**src/rtl/ufbb_pkg.sv**
```systemverilog
// ----------------------------------------------------------------------------
// ufbb_pkg
// Shared types and constants for the usable frame bitmap builder.
// ----------------------------------------------------------------------------
`default_nettype none

package ufbb_pkg;

   localparam int DATA_W  = 32;
   localparam int MODE_W  = 2;
   localparam int INDEX_W = 15;
   localparam int WRAP_W  = 20;

   localparam logic [MODE_W-1:0] MODE_ADD   = 2'd0;
   localparam logic [MODE_W-1:0] MODE_READ  = 2'd1;
   localparam logic [MODE_W-1:0] MODE_CLEAR = 2'd2;

   localparam logic [DATA_W-1:0] TYPE_AVAILABLE  = 32'd1;
   localparam logic [WRAP_W-1:0] WRAP_LAST_FRAME = 20'hFFFFF;

   // One bitmap word holds both maps for the same 32 frames
   typedef struct packed {
      logic [DATA_W-1:0] reserved;
      logic [DATA_W-1:0] available;
   } map_word_type;

endpackage

`default_nettype wire

```
**src/rtl/ufbb_range.sv**
```systemverilog
// ----------------------------------------------------------------------------
// ufbb_range
// Turns a region into a clipped frame range over three register stages.
// ----------------------------------------------------------------------------
`default_nettype none

module ufbb_range #(
   parameter int FRAME_COUNT = 1048576,
   parameter int PAGE_BYTES  = 4096,
   parameter int FIDX_W      = 20
) (
   input  wire                        clock,
   input  wire                        load,
   input  wire                        step_next,
   input  wire                        step_last,
   input  wire [ufbb_pkg::DATA_W-1:0] region_base,
   input  wire [ufbb_pkg::DATA_W-1:0] region_length,
   input  wire [ufbb_pkg::DATA_W-1:0] region_type,
   output logic                       avail,
   output logic                       empty,
   output logic [FIDX_W-1:0]          lo_frame,
   output logic [FIDX_W-1:0]          hi_frame
);
   import ufbb_pkg::*;

   localparam int PAGE_SHIFT = $clog2(PAGE_BYTES);
   localparam int NEXT_W     = DATA_W + 1 - PAGE_SHIFT;
   localparam int CMP_W      = ((NEXT_W > WRAP_W) ? NEXT_W : WRAP_W) + 1;
   localparam logic [DATA_W-1:0] LOW_MASK  = DATA_W'(PAGE_BYTES - 1);
   localparam logic [CMP_W-1:0]  FRAME_LIM = CMP_W'(FRAME_COUNT);

   logic              avail_ff;
   logic [NEXT_W-1:0] first_ff;
   logic [DATA_W-1:0] end_ff;
   logic [NEXT_W-1:0] next_ff;
   logic [FIDX_W-1:0] last_ff;
   logic              empty_ff;

   logic              avail_in;
   logic [NEXT_W-1:0] first_in;
   logic [NEXT_W-1:0] next_in;
   logic [CMP_W-1:0]  last_raw;
   logic [CMP_W-1:0]  last_clip;

   // Available regions round inward, everything else outward
   always_comb begin
      avail_in = (region_type == TYPE_AVAILABLE);
      first_in = NEXT_W'(region_base >> PAGE_SHIFT)
               + NEXT_W'(avail_in && ((region_base & LOW_MASK) != '0));
      next_in  = NEXT_W'(end_ff >> PAGE_SHIFT)
               + NEXT_W'(!avail_ff && ((end_ff & LOW_MASK) != '0));
      if (next_ff == '0) begin
         last_raw = CMP_W'(WRAP_LAST_FRAME);
      end else begin
         last_raw = CMP_W'(next_ff) - CMP_W'(1);
      end
      if (last_raw >= FRAME_LIM) begin
         last_clip = FRAME_LIM - CMP_W'(1);
      end else begin
         last_clip = last_raw;
      end
   end

   always_ff @(posedge clock) begin
      if (load) begin
         avail_ff <= avail_in;
         first_ff <= first_in;
         end_ff   <= region_base + region_length;
      end
      if (step_next) begin
         next_ff <= next_in;
      end
      if (step_last) begin
         last_ff  <= FIDX_W'(last_clip);
         empty_ff <= (CMP_W'(first_ff) > last_clip);
      end
   end

   assign avail    = avail_ff;
   assign empty    = empty_ff;
   assign lo_frame = FIDX_W'(first_ff);
   assign hi_frame = last_ff;

endmodule

`default_nettype wire

```
**config.mk**
```make
export PLATFORM = sky130hd
export DESIGN_NAME = ufbb_range
export DESIGN_NICKNAME = d
export VERILOG_FILES = /design/src/rtl/ufbb_pkg.sv /design/src/rtl/ufbb_range.sv
export SDC_FILE = /design/constraint.sdc
export NUM_CORES = 1
export LEC_CHECK = 0
export ABC_AREA = 1
export BUFFER_PORTS_ARGS = -buffer_cell sky130_fd_sc_hd__buf_2
export CORE_ASPECT_RATIO = 2
export CORE_MARGIN = 2
export CORE_UTILIZATION = 52
export DETAILED_ROUTE_END_ITERATION = 8
export HOLD_SLACK_MARGIN = 0.06
export PLACE_DENSITY = 0.84
export SYNTH_ARGS = -nofsm -noshare
export SYNTH_HDL_FRONTEND = slang
export SYNTH_SLANG_ARGS = --single-unit
```
**constraint.sdc**
```tcl
create_clock -name clock -period 2.45 [get_ports clock]
set_clock_uncertainty 0.05 [all_clocks]
set_input_delay 0.1225 -clock clock [delete_from_list [all_inputs] [get_ports clock]]
set_output_delay 0.1225 -clock clock [all_outputs]
set_load 0.005 [all_outputs]
```
# Word-level counts from Yosys, hierarchy flattened

Cells that the tools add are included.

Register bits: 96
Logic and storage cells: 21
Bits of input ports: 100
Output and inout bits: 42

Eq/ne operators: 1
Muxes and demuxes: 2
Magnitude comparators: 2
Reductions and logical operators: 6
Add/sub/neg operators: 4

Operators with widths:

| cell                                                                | number |
|---|---|
| nonzero test 32 bit                                                 | 2 |
| 2-to-1 mux 22 bit                                                   | 2 |
| adder 20 x 1 -> 21 bit                                              | 2 |
| adder 32 bit                                                        | 1 |
| equality test 32 x 1 -> 1 bit, second input constant                | 1 |
| greater-or-equal comparator 22 x 21 -> 1 bit, second input constant | 1 |
| > comparator 21 x 22 -> 1 bit                                       | 1 |
| subtractor 21 x 1 -> 22 bit, second input constant                  | 1 |
| zero test 21 bit                                                    | 1 |
| logical AND 1 bit                                                   | 2 |
| zero test 1 bit                                                     | 1 |

# Longest topological paths before layout

Gate-level depths: netlist (run 1).

Depth in word-level cells: 5
Depth in mapped cells: 21
Depth with buffers taken out: 20

# Worst setup path after synthesis (run 1)

Ideal clock, no wire load.

Path kind: register to register
Start point: register next_ff[0]
End point: register empty_ff (netlist: empty), data pin
Setup slack: -54 ps
Buffers on the path: 1
Library setup time: 249 ps
Required time: 2151 ps
Cell stages (with the launch flop): 22
Data arrival time: 2205 ps
Period minus slack after synthesis: 2504 ps
Cells stage by stage: edfxtp_1 inv_2 ha_1 nand3_2 inv_1 nand3_1 nand2_2 nand2_4 buf_12 nand4_2 inv_2 ha_1 nand2_1 inv_1 o21bai_1 nand2_1 nand2_1 nand2_1 nand2_1 nand3_1 nand2_1 inv_1

Word-level cells in the longest chain between the ends: 5
Elaborated cells between the ends (all ways): 6
Those cells by class: add/sub: 1; order compare: 2; mux: 2; reduce/logical: 1

Ends and longest elaborated chain:

| element                                                         | RTL line                           | text |
|---|---|---|
| from (decl)                                                     | ufbb_range.sv:35                   | `logic [NEXT_W-1:0] next_ff;` |
| from (signal assigned)                                          | ufbb_range.sv:71                   | `next_ff <= next_in;` |
| subtractor 21 x 1 -> 22 bit or zero test 21 bit (tied branches) | ufbb_range.sv:55, ufbb_range.sv:52 |  |
| 2-to-1 mux 22 bit (*)                                           | ufbb_range.sv:52                   | `if (next_ff == '0) begin` |
| greater-or-equal comparator 22 x 21 -> 1 bit                    | ufbb_range.sv:57                   | `if (last_raw >= FRAME_LIM) begin` |
| 2-to-1 mux 22 bit (*)                                           | ufbb_range.sv:57                   |  |
| net last_clip[7]                                                | ufbb_range.sv:43                   | `logic [CMP_W-1:0] last_clip;` |
| > comparator 21 x 22 -> 1 bit (*)                               | ufbb_range.sv:75                   | `empty_ff <= (CMP_W'(first_ff) > last_clip);` |
| to (signal assigned)                                            | ufbb_range.sv:75                   |  |
| to (decl)                                                       | ufbb_range.sv:37                   | `logic empty_ff;` |

Mark *: on every way through the listed nets, which the timed path passes. The rest lies on a longest branch.
A chain may end at the register's enable or synchronous reset.

# Worst setup path in the final report (run 1)

Start point: register next_ff[8]
End point: register empty_ff (netlist: empty), data pin

Word-level cells in the longest chain between the ends: 5
Elaborated cells between the ends (all ways): 6
Those cells by class: add/sub: 1; order compare: 2; mux: 2; reduce/logical: 1

Ends and longest elaborated chain:

| element                                                         | RTL line |
|---|---|
| subtractor 21 x 1 -> 22 bit or zero test 21 bit (tied branches) | ufbb_range.sv:55, ufbb_range.sv:52 |
| 2-to-1 mux 22 bit (*)                                           | ufbb_range.sv:52 |
| greater-or-equal comparator 22 x 21 -> 1 bit                    | ufbb_range.sv:57 |
| 2-to-1 mux 22 bit (*)                                           | ufbb_range.sv:57 |
| > comparator 21 x 22 -> 1 bit (*)                               | ufbb_range.sv:75 |

Mark *: on every way between the ends. The rest lies on a longest branch, timed or not.

==> results of run 1 <==
cells by family (layout without fill, tap and decap cells):
kind of cell / Yosys count / count (layout)
other cells: 1 / 1
buf+inv: 227 / 460
flops: 96 / 96
compound gates: 46 / 46
simple gates: 578 / 578
fa+ha+maj: 59 / 59
xor+xnor: 59 / 59
Yosys cell counts, types with 5 or more instances:
master / instances
nand2_1: 316
inv_1: 190
nor2_1: 97
edfxtp_1: 96
ha_1: 58
nand3_1: 51
xor2_1: 41
a21oi_1: 31
nand4_1: 23
buf_4: 21
xnor2_1: 18
nor3_1: 17
inv_2: 12
nor2_2: 12
nor4_1: 12
nand4_2: 11
nand3b_1: 7
nor2_4: 7
nand2_2: 6
o21ai_0: 5
state kept, by name, summed over array words and instances (netlist names):
register	flops
first_ff	21
empty	1
hi_frame	20
end_ff	32
avail	1
next_ff	21
stage by stage:
step | setup TNS [ns] | instances | hold WS, ns | power (mW) | setup slack (ns)
floorplan | 0 | 1066 | 0.185 | 3.05 | 0.0112
global placement | -0.666 | 1447 | 0.371 | 3.60 | -0.185
detailed placement | -1.12 | 1447 | 0.390 | 3.65 | -0.283
CTS | -0.233 | 1483 | 0.0717 | 5.29 | -0.233
global route | -0.608 | 1497 | 0.0832 | 5.69 | -0.604
finish | -0.487 | 1497 | 0.0813 | 5.47 | -0.487
area by class of cell:
cell class                 instances  area share (%)
clock inverter                     7            1.04
sequential                        96            27.8
multi-input combinational        743            44.8
tap                              198            2.39
inverter                         203            7.40
clock buffer                       9            2.17
timing repair buffer             241            14.4
power by group through the flow:
stage,logic (mW),clock network (mW),registers (mW)
after floorplan,0.872,0,2.18
after global placement,1.40,0,2.20
after detailed placement,1.44,0,2.20
after CTS,1.56,1.56,2.17
after global routing,1.86,1.62,2.21
final,1.71,1.56,2.19
worst min path at each step:
stage | to | slack (ns)
finish | first_ff[0] | 0.08
global route | first_ff[16] | 0.08
CTS | first_ff[16] | 0.07
detailed placement | end_ff[0] | 0.39
global placement | end_ff[0] | 0.37
floorplan | avail | 0.18
worst max-delay path, stage by stage, from the launching register on:
cell	delay, ns
edfxtp_1	0.51
nor2_2	0.20
nand2_1	0.12
nor2_1	0.20
nand2_2	0.15
nor2_4	0.14
nand3_2	0.12
nand2_4	0.13
nor2_1	0.07
ha_1	0.30
nand2_1	0.07
inv_2	0.06
nand3_2	0.09
nor4_2	0.24
nand3_1	0.12
nand2_1	0.09
inv_1	0.04
layer usage:
metal | up-vias | global-route usage [%] | share of wire [%]
met5 | - | 0 | 0
met4 | 0 | 25.3 | 9.9
met3 | 155 | 3.26 | 4.0
met2 | 349 | 56.4 | 55
met1 | 3694 | 24.3 | 31
li1 | 3845 | - | -
timing repair:
| action | in CTS | in global routing |
|---|---|---|
| pin swaps | 23 | 37 |
| setup endpoints to repair | 1 | 3 |
| hold buffers | 2 | 0 |
| buffers inserted | 18 | 14 |
| hold endpoints to repair | 2 | 0 |
| gates resized for setup | 41 | 49 |
==> results by group, run 1 <==
Place
  • DP Area: 9330 sq um
  • Port Buffers: 141
  • HPWL Detailed: 18.7 mm
  • Gpl congestion: 0.994

Synthesis
  • Syn Std Cell Area: 8060 sq um
  • Synthesis warning total: 0
  • Synth Area in Adders: 9.25%
  • Avg Cell Area, Syn: 7.56 sq um
  • Synthesized instance count: 1066
  • Synth async-reset ratio: 0%
  • Seq/Total Area, Yosys: a little over a third
  • Yosys reg bits: 96
  • Top_reg_cell synth: edfxtp_1
  • Synth Area in XOR/XNOR: 6.41%
  • Largest area contributor in the netlist: edfxtp_1
  • Post-synth EDFFs: between 90 and 100
  • Synth top area share: between 30% and 40%
  • Synth area leaders: edfxtp_1 (36%), nand2_1 (15%), ha_1 (9.0%), inv_1 (8.8%), nor2_1 (4.5%)
  • Simple-gate portion of the synthesized area: 33.5%
  • Largest family of logic cells by synthesized area: simple AND/OR/NAND/NOR gates
  • Mux contribution to synthesized area: 0%
  • Syn Nets: 1225
  • Synth unique cells: 42
  • Compound-Gate Fraction of Synth Area: 3.17%

Global route
  • Gr ovfl total: 0
  • Vias in the first global route: roughly 8100
  • Global-route wire length before repair: 37.3 mm
  • Largest net degree at the start of global routing: 55
  • Total track usage: 28.9%
  • Initial antenna violation count: 0

Critical path
  • Reg2Reg Capture Point: empty
  • CP Launch Type: flip-flop
  • CP Class: reg -> reg
  • R2r setup slk: -0.49 ns
  • Req. time, crit path: roughly 2.5 ns
  • Critical path endpoint: empty
  • CP arrival: between 2 and 3 ns
  • RR Startpoint: next_ff[8]
  • Critical path fanouts, max: 6
  • CP startpoint: next_ff[8]
  • Worst Reg2Reg Path Length in Cells: 16
  • Crit end category: flip-flop

Pwr
  • Sw Ratio: 32.9%
  • Clock power frac: 28.5%
  • Int Pwr: approximately 3.7 mW
  • Lkg Pwr: 5.27 nW
  • PD cells: approximately 530 nW/um^2
  • Combinational share of power: 31.4%
  • Sequential share of power: approximately 40%
  • Peak supply drop: 0.000312 V
  • Net Switching: 1.80 mW

Clock network
  • Clock buffer depth: 2
  • CTS sink cnt: 96
  • Clock latency on the worst-skew pair: 0.35 ns
  • CTS buffer count: 9
  • Root buffer cell: clkbuf_16
  • H-tree lvl count: 3
  • CTS tree: yes
  • Clock-pin slew on the worst setup and hold paths: 0.08 ns

Layout
  • Multi-input gate area: 4640 sq um
  • Final instance area: ~10000 sq um
  • Commonest non-fill, non-tap cells in the layout: nand2_1 (309), inv_1 (182), buf_2 (141), edfxtp_1 (96), buf_4 (92)
  • # diodes: 0
  • Fillers: 1185
  • Commonest non-fill, non-tap cell in the layout: nand2_1
  • Layout cells sized above 1: 28.3%
  • Final design utilization: 68.1%
  • Sequential Area: 2880 sq um
  • Nets: 1453
  • Syn-to-layout area delta: 28.6%

Status
  • Failing checks: setup timing
  • Outcome: complete, but fails checks

Hold path
  • Hold Path Class: in -> reg
  • HP Start: region_base[12]
  • Hold Path Depth: 2

Die
  • Ports: 142
  • Die area: 16600 sq um
  • CORE AREA: 15200 sq um
  • Die width: 92.0 um
  • Cell Rows: between 60 and 70
  • Initial Util: between 50% and 60%
  • Chip Height: 180 um

STA
  • RSZ-0062 raised after global routing: yes
  • Final period utilization: 120%
  • Final setup fails: 1
  • Final worst slack: -0.487 ns
  • Pins Over Slew Limit: 0
  • Max Freq: around 340 MHz
  • Least-Margin Pin Slew: slightly below 0.7 ns
  • Max-slew headroom: between 50% and 60%
  • Crit path time final: 2.94 ns
  • Final Hold Vio Count: 0

Route
  • Total Routed Length: 25.1 mm
  • Vias: roughly 8000
  • Starting DRT DRC Count: about 510
  • DRC: 0
  • Post-detailed-route count of antenna-violating nets: 0
  • Via density: 5.37
  • DRT Pass-1 Iters: 6
  • DR WL/cell: 16.8 um

Job
  • Max-cap check violation count: 0
(Power assumes the default switching activity.)
==> run 2: changes to the inputs <==
Settings changed: RECOVER_POWER set to 100.
==> results by group, run 2 (synthesized netlist as in run 1, its figures left out) <==
Status
  • Outcome: complete, but fails checks
  • Failing checks: setup timing

Route
  • Total Routed Length: 25.3 mm (+0.50%)
  • Starting DRT DRC Count: 514 (unchanged)
  • Post-detailed-route count of antenna-violating nets: 0 (unchanged)
  • DR WL/cell: 16.9 um (+0.50%)
  • Vias: 8033 (-0.12%)
  • Via density: 5.37 (-0.12%)
  • DRT Pass-1 Iters: 5 (-1)
  • DRC: 0 (unchanged)

Layout
  • Biggest regs: end_ff x32, first_ff x21, next_ff x21
  • # diodes: 0 (unchanged)
  • Layout cells sized above 1: 25.9% (-2.4 points)
  • Nets: 1453 (unchanged)
  • Commonest non-fill, non-tap cell in the layout: nand2_1
  • Final design utilization: 67.8% (-0.33 points)
  • Number of flip-flops in the largest register: 32 (unchanged)
  • Syn-to-layout area delta: 28.0%
  • Commonest non-fill, non-tap cells in the layout: nand2_1 (309), inv_1 (182), buf_2 (112), edfxtp_1 (96), buf_4 (91)
  • Most flop-heavy register: end_ff

Clock network
  • CTS sink cnt: 96 (unchanged)
  • Clock-pin slew on the worst setup and hold paths: 0.08 ns (about the same)
  • Clock buffer depth: 2 (unchanged)
  • Clock latency on the worst-skew pair: 0.35 ns (about the same)
  • CTS tree: yes
  • H-tree lvl count: 3 (unchanged)
  • Root buffer cell: clkbuf_16
  • CTS buffer count: 9 (unchanged)

Place
  • Pre-CTS setup slack: -0.283 ns (unchanged)
  • Gpl congestion: 0.994 (unchanged)
  • HPWL Detailed: 18.7 mm (unchanged)
  • Port Buffers: 141 (unchanged)

Pwr
  • Peak supply drop: 0.000311 V (-0.15%)
  • PD cells: 529 nW/um^2 (+0.42%)
  • Lkg Pwr: 5.19 nW (-1.5%)

Job
  • Max-cap check violation count: 0 (unchanged)

Die
  • Initial Util: 53.0% (unchanged)
  • CORE AREA: 15200 sq um (unchanged)
  • Die area: 16600 sq um (unchanged)
  • Chip Height: 180 um (unchanged)
  • Cell Rows: 64 (unchanged)
  • Ports: 142 (unchanged)
  • Die width: 92.0 um (unchanged)

Critical path
  • Worst path most repeated cell: nand2_1
  • CP max stage delay: 0.51 ns (about the same)
  • Crit end category: flip-flop
  • CP cell instances: nor2_2 > nand2_1 > nor2_1 > nand2_2 > nor2_4 > nand3_2 > nand2_4 > nor2_1 > ha_1 > nand2_1 > inv_2 > nand3_2 > nor4_2 > nand3_1 > nand2_1 > inv_1
  • CP Class: reg -> reg
  • CP Launch Type: flip-flop
  • Cell at the slowest stage of the critical path: edfxtp_1
  • Critical path fanouts, max: 6 (unchanged)
  • Req. time, crit path: 2.50 ns (about the same)
  • CP arrival: 3.00 ns (about the same)

Global route
  • Gr ovfl total: 0 (unchanged)
  • Largest net degree at the start of global routing: 55 (unchanged)
  • Vias in the first global route: 8091 (unchanged)
  • Initial antenna violation count: 0 (unchanged)
  • Total track usage: 28.9% (unchanged)
  • Global-route wire length before repair: 37.3 mm (unchanged)

STA
  • Setup TNS: -0.492 ns (-0.00545 ns)
  • Max-slew headroom: 12.6% (-42 points)
  • Final Hold Vio Count: 0 (unchanged)
  • RSZ-0062 raised after global routing: yes
  • WHS: 0.0780 ns (-0.00334 ns)
  • Crit path time final: 2.94 ns (+0.00545 ns)
  • Final period utilization: 120% (+0.22 points)
  • Least-Margin Pin Slew: 1.31 ns (+0.634 ns)
  • Final worst slack: -0.492 ns (-0.00545 ns)
  • Final setup fails: 1 (unchanged)
  • Pins Over Slew Limit: 0 (unchanged)
  • Max Freq: 340 MHz (-0.19%)

Hold path
  • Hold Path Class: in -> reg
-- run 2: through the flow --
| stage | cell area (sq um) | cells | total power, mW |
|---|---|---|---|
| 2_1_floorplan | 8080 | 1066 | 3.05 |
| 3_3_place_gp | 9330 | 1447 | 3.60 |
| 3_5_place_dp | 9330 | 1447 | 3.65 |
| 4_1_cts | 10000 | 1483 | 5.29 |
| 5_1_grt | 10300 | 1497 | 5.68 |
| 6_report | 10300 | 1497 | 5.46 |
-- run 2: final cells by class --
type	instances	area [sq um]
Inverter	203	767
Clock buffer	9	225
Fill cell	1193	4900
Sequential cell	96	2880
Timing Repair Buffer	241	1460
Clock inverter	7	108
Tap cell	198	248
Multi-Input combinational cell	743	4630
-- run 2: worst max-delay path: cells and delay by family, from the launching register on --
family,cells,cell delay (ns)
flops,1,0.51
buf+inv,2,0.10
simple gates,13,1.72
fa+ha+maj,1,0.31
-- run 2: timing repair --
item | 4_1_cts | 5_1_grt
pin swaps | 23 | 37
gates resized for setup | 41 | 49
hold buffers | 2 | 0
buffers inserted | 18 | 14
endpoints found under the setup margin | 1 | 3
endpoints found under the hold margin | 2 | 0
-- run 2: path summary, 6_finish.rpt --
path                                       from           to  slack (ns)  cells past startpoint
worst min register to register       end_ff[12]   next_ff[0]        0.52                      1
worst min-delay path            region_base[12]  first_ff[0]        0.08                      2
worst max-delay path                 next_ff[8]        empty       -0.49                     16
worst max register to register       next_ff[8]        empty       -0.49                     16
-- run 2: routing by layer --
| metal | track usage, % | share of wire [%] |
|---|---|---|
| met5 | 0 | 0 |
| met4 | 25.3 | 9.4 |
| met3 | 3.26 | 4.3 |
| met2 | 56.4 | 55 |
| met1 | 24.3 | 31 |
-- run 2: power by group --
part	leakage (nW)	internal, mW	switching (mW)
Sequential	0.932	2.05	0.138
Combinational	4.10	0.692	1.01
Clock	0.160	0.916	0.647
==> run 3: changes to the inputs <==
Settings changed: ABC_AREA 1 to not set, CORE_UTILIZATION 52 to 50, PLACE_DENSITY 0.84 to 0.83.
==> results by group, run 3 <==
Synthesis
  • Synth unique cells: 56 (+33%)
  • Synth async-reset ratio: 0% (unchanged)
  • Seq/Total Area, Yosys: 43.4% (+7.6 points)
  • Yosys reg bits: 96 (unchanged)
  • Synthesized instance count: 643 (-40%)
  • Synthesis warning total: 0 (unchanged)
  • Post-synth top cells: edfxtp_1 (96), ha_1 (58), xnor2_1 (57), nand2_1 (49), nor2_1 (39)
  • Post-synth EDFFs: 96 (unchanged)
  • Most frequent cell after synthesis: edfxtp_1
  • Syn Std Cell Area: 6640 sq um (-18%)
  • Top_reg_cell synth: edfxtp_1
  • Avg Cell Area, Syn: 10.3 sq um (+37%)
  • Synth area leaders: edfxtp_1 (43%), ha_1 (11%), xnor2_1 (7.5%), xor2_1 (3.3%), a21o_1 (2.8%)
  • Largest area contributor in the netlist: edfxtp_1
  • Syn Nets: 802 (-35%)
  • Synth top area share: 43.4% (+7.6 points)

Global route
  • Vias in the first global route: 6285 (-22%)
  • Initial antenna violation count: 1 (+1)
  • Gr ovfl total: 0 (unchanged)
  • Total track usage: 25.3% (-3.5 points)
  • Largest net degree at the start of global routing: 29 (-47%)
  • Global-route wire length before repair: 28.2 mm (-25%)

Critical path
  • CP Class: reg -> reg
  • Crit-path leading delay family: compound AO/OA/AOI/OAI gates
  • Critical path fanouts, max: 5 (-1)
  • Cell at the slowest stage of the critical path: or4_4
  • Crit end category: flip-flop
  • Req. time, crit path: 2.50 ns (about the same)
  • CP arrival: 3.58 ns (+0.58 ns)
  • Critical path buffer and inverter count: 2 (unchanged)
  • CP max stage delay: 0.58 ns (+0.07 ns)
  • CP Launch Type: flip-flop
  • CP cell instances: or4_4 > nor4_4 > nand2b_1 > o31a_4 > buf_4 > nand2_2 > inv_2 > ha_4 > a21o_1 > a21o_1 > a21oi_2 > o21a_1 > nor2_1 > a21oi_2 > a21boi_2

Die
  • Cell Rows: 59 (-7.8%)
  • Die width: 85.5 um (-7.1%)
  • Ports: 142 (unchanged)
  • Initial Util: 51.1% (-1.9 points)
  • Die area: 14300 sq um (-14%)
  • Chip Height: 167 um (-7.3%)
  • CORE AREA: 13000 sq um (-15%)

Clock network
  • Clock buffer depth: 2 (unchanged)
  • CTS tree: yes
  • Clock-pin slew on the worst setup and hold paths: 0.07 ns (about the same)
  • Root buffer cell: clkbuf_16
  • H-tree lvl count: 3 (unchanged)
  • CTS sink cnt: 96 (unchanged)
  • CTS buffer count: 9 (unchanged)
  • Clock latency on the worst-skew pair: 0.35 ns (about the same)

Pwr
  • Combinational share of power: 29.8% (-1.4 points)
  • Total power draw: 5.08 mW (-7.0%)
  • Peak supply drop: 0.000450 V (+45%)
  • Lkg Pwr: 3.75 nW (-28%)
  • Net Switching: 1.54 mW (-14%)
  • PD cells: 579 nW/um^2 (+9.4%)
  • Int Pwr: 3.54 mW (-3.3%)
  • Clock power frac: 26.9% (-1.7 points)
  • Sequential share of power: 43.3% (+3.2 points)
  • Sw Ratio: 30.3% (-2.6 points)

Route
  • Met2 WL: 11.2 mm (-20%)
  • DRT Pass-1 Iters: 7 (+2)
  • Met3 wire len: 839 um (-23%)
  • Vias: 5953 (-26%)
  • DR WL/cell: 18.2 um (+8.0%)
  • Starting DRT DRC Count: 299 (-42%)
  • DRC: 0 (unchanged)
  • Met1 WL: 5.54 mm (-30%)
  • Post-detailed-route count of antenna-violating nets: 0 (unchanged)
  • Via density: 5.77 (+7.5%)
  • Topmost layer with routed signal wires: met5
  • Total Routed Length: 18.8 mm (-26%)

STA
  • Max-slew headroom: 0.803% (-12 points)
  • Final period utilization: 144% (+24 points)
  • Crit path time final: 3.52 ns (+0.581 ns)
  • Final Hold Vio Count: 0 (unchanged)
  • Least-Margin Pin Slew: 1.49 ns (+0.177 ns)
  • Final setup fails: 15 (+14)
  • Final worst slack: -1.07 ns (-0.581 ns)
  • Pins Over Slew Limit: 0 (unchanged)
  • RSZ-0062 raised after global routing: yes
  • Max Freq: 284 MHz (-16%)

Layout
  • Commonest non-fill, non-tap cell in the layout: buf_2
  • Biggest regs: end_ff x32, first_ff x21, next_ff x21
  • Number of flip-flops in the largest register: 32 (unchanged)
  • Syn-to-layout area delta: 32.1%
  • Commonest non-fill, non-tap cells in the layout: buf_2 (117), edfxtp_1 (96), buf_4 (89), xnor2_1 (56), ha_1 (45)
  • Layout cells sized above 1: 35.8% (+9.9 points)
  • Nets: 1034 (-29%)
  • Fillers: 956 (-20%)
  • Most flop-heavy register: end_ff
  • Sequential Area: 2880 sq um (unchanged)
  • Multi-input gate area: 3730 sq um (-19%)
  • # diodes: 0 (unchanged)
  • Final instance area: 8770 sq um (-15%)

Place
  • DP Area: 8080 sq um (-13%)
  • Port Buffers: 141 (unchanged)
  • HPWL Detailed: 14.4 mm (-23%)
  • Gpl congestion: 0.965 (-3.0%)

Status
  • Outcome: complete, but fails checks
  • Failing checks: capacitance limit, setup timing

Job
  • Max-cap check violation count: 1 (+1)

Hold path
  • Hold Path Class: in -> reg
run 3: cell types whose count changed after synthesis, moves of 16 or more:
| cell | previous run | this run |
|---|---|---|
| xnor2_1 | 18 | 57 |
| nand2_1 | 316 | 49 |
| a21o_1 | 2 | 25 |
| nor2_1 | 97 | 39 |
| nand3_1 | 51 | 26 |
| inv_1 | 190 | 22 |
| xor2_1 | 41 | 25 |
run 3: final timing paths:
| kind | startpoint | endpoint | slack, ns | depth (start not counted) |
|---|---|---|---|---|
| setup / recovery | next_ff[12] | empty | -1.07 | 15 |
| hold / removal | region_base[12] | first_ff[0] | 0.06 | 2 |
| hold reg to reg | end_ff[16] | next_ff[4] | 0.53 | 1 |
| setup reg to reg | next_ff[12] | empty | -1.07 | 15 |
run 3: area by class of cell:
cell class / count / area share [%]
Timing Repair Buffer: 256 / 17.6
Inverter: 36 / 1.54
Tap cell: 152 / 2.17
Clock buffer: 9 / 2.57
Clock inverter: 7 / 0.685
Sequential cell: 96 / 32.9
Multi-Input combinational cell: 476 / 42.5
run 3: through the flow:
stage / hold slack (ns) / utilization (%) / setup slack, ns / cells / setup TNS [ns]
after floorplan: 0.185 / - / -0.764 / 643 / -0.764
after global placement: 0.373 / 62.2 / -0.911 / 1002 / -2.81
after detailed placement: 0.380 / 62.2 / -1.01 / 1002 / -3.56
after CTS: 0.0612 / 66.0 / -0.894 / 1026 / -1.05
after global routing: 0.0703 / 67.5 / -1.12 / 1032 / -3.73
final: 0.0627 / 67.5 / -1.07 / 1032 / -2.05
run 3: cell families (layout without fill, tap and decap cells):
family	Yosys count	after routing	share of synthesized area, %
buffers and inverters	71	308	5.33
other	1	1	0.0565
adders and majority gates	59	59	11.2
xor gates and xnor gates	82	82	10.8
DFF	96	96	43.4
AOI/OAI and AO/OA	126	126	12.3
and+or+nand+nor	208	208	16.8
run 3: timing repair:
item | 4_1_cts | 5_1_grt
setup endpoints to repair | 4 | 34
hold buffers | 4 | 0
buffers inserted | 4 | 8
endpoints found under the hold margin | 4 | 0
resized for setup | 25 | 46
pin swaps | 17 | 23
cloned | 0 | 0
run 3: power groups by stage:
stage	Clock, mW	Sequential, mW	Combinational [mW]
4_1_cts	1.37	2.19	1.42
3_5_place_dp	0	2.22	1.34
3_3_place_gp	0	2.21	1.30
5_1_grt	1.43	2.22	1.64
6_report	1.37	2.20	1.52
2_1_floorplan	0	2.21	0.741
run 3: routing by layer:
metal  track usage [%]  up-vias
li1                  -     2808
met1              20.1     2806
met2              52.1      251
met3              3.47       86
met4              17.6        2
met5                 0        -
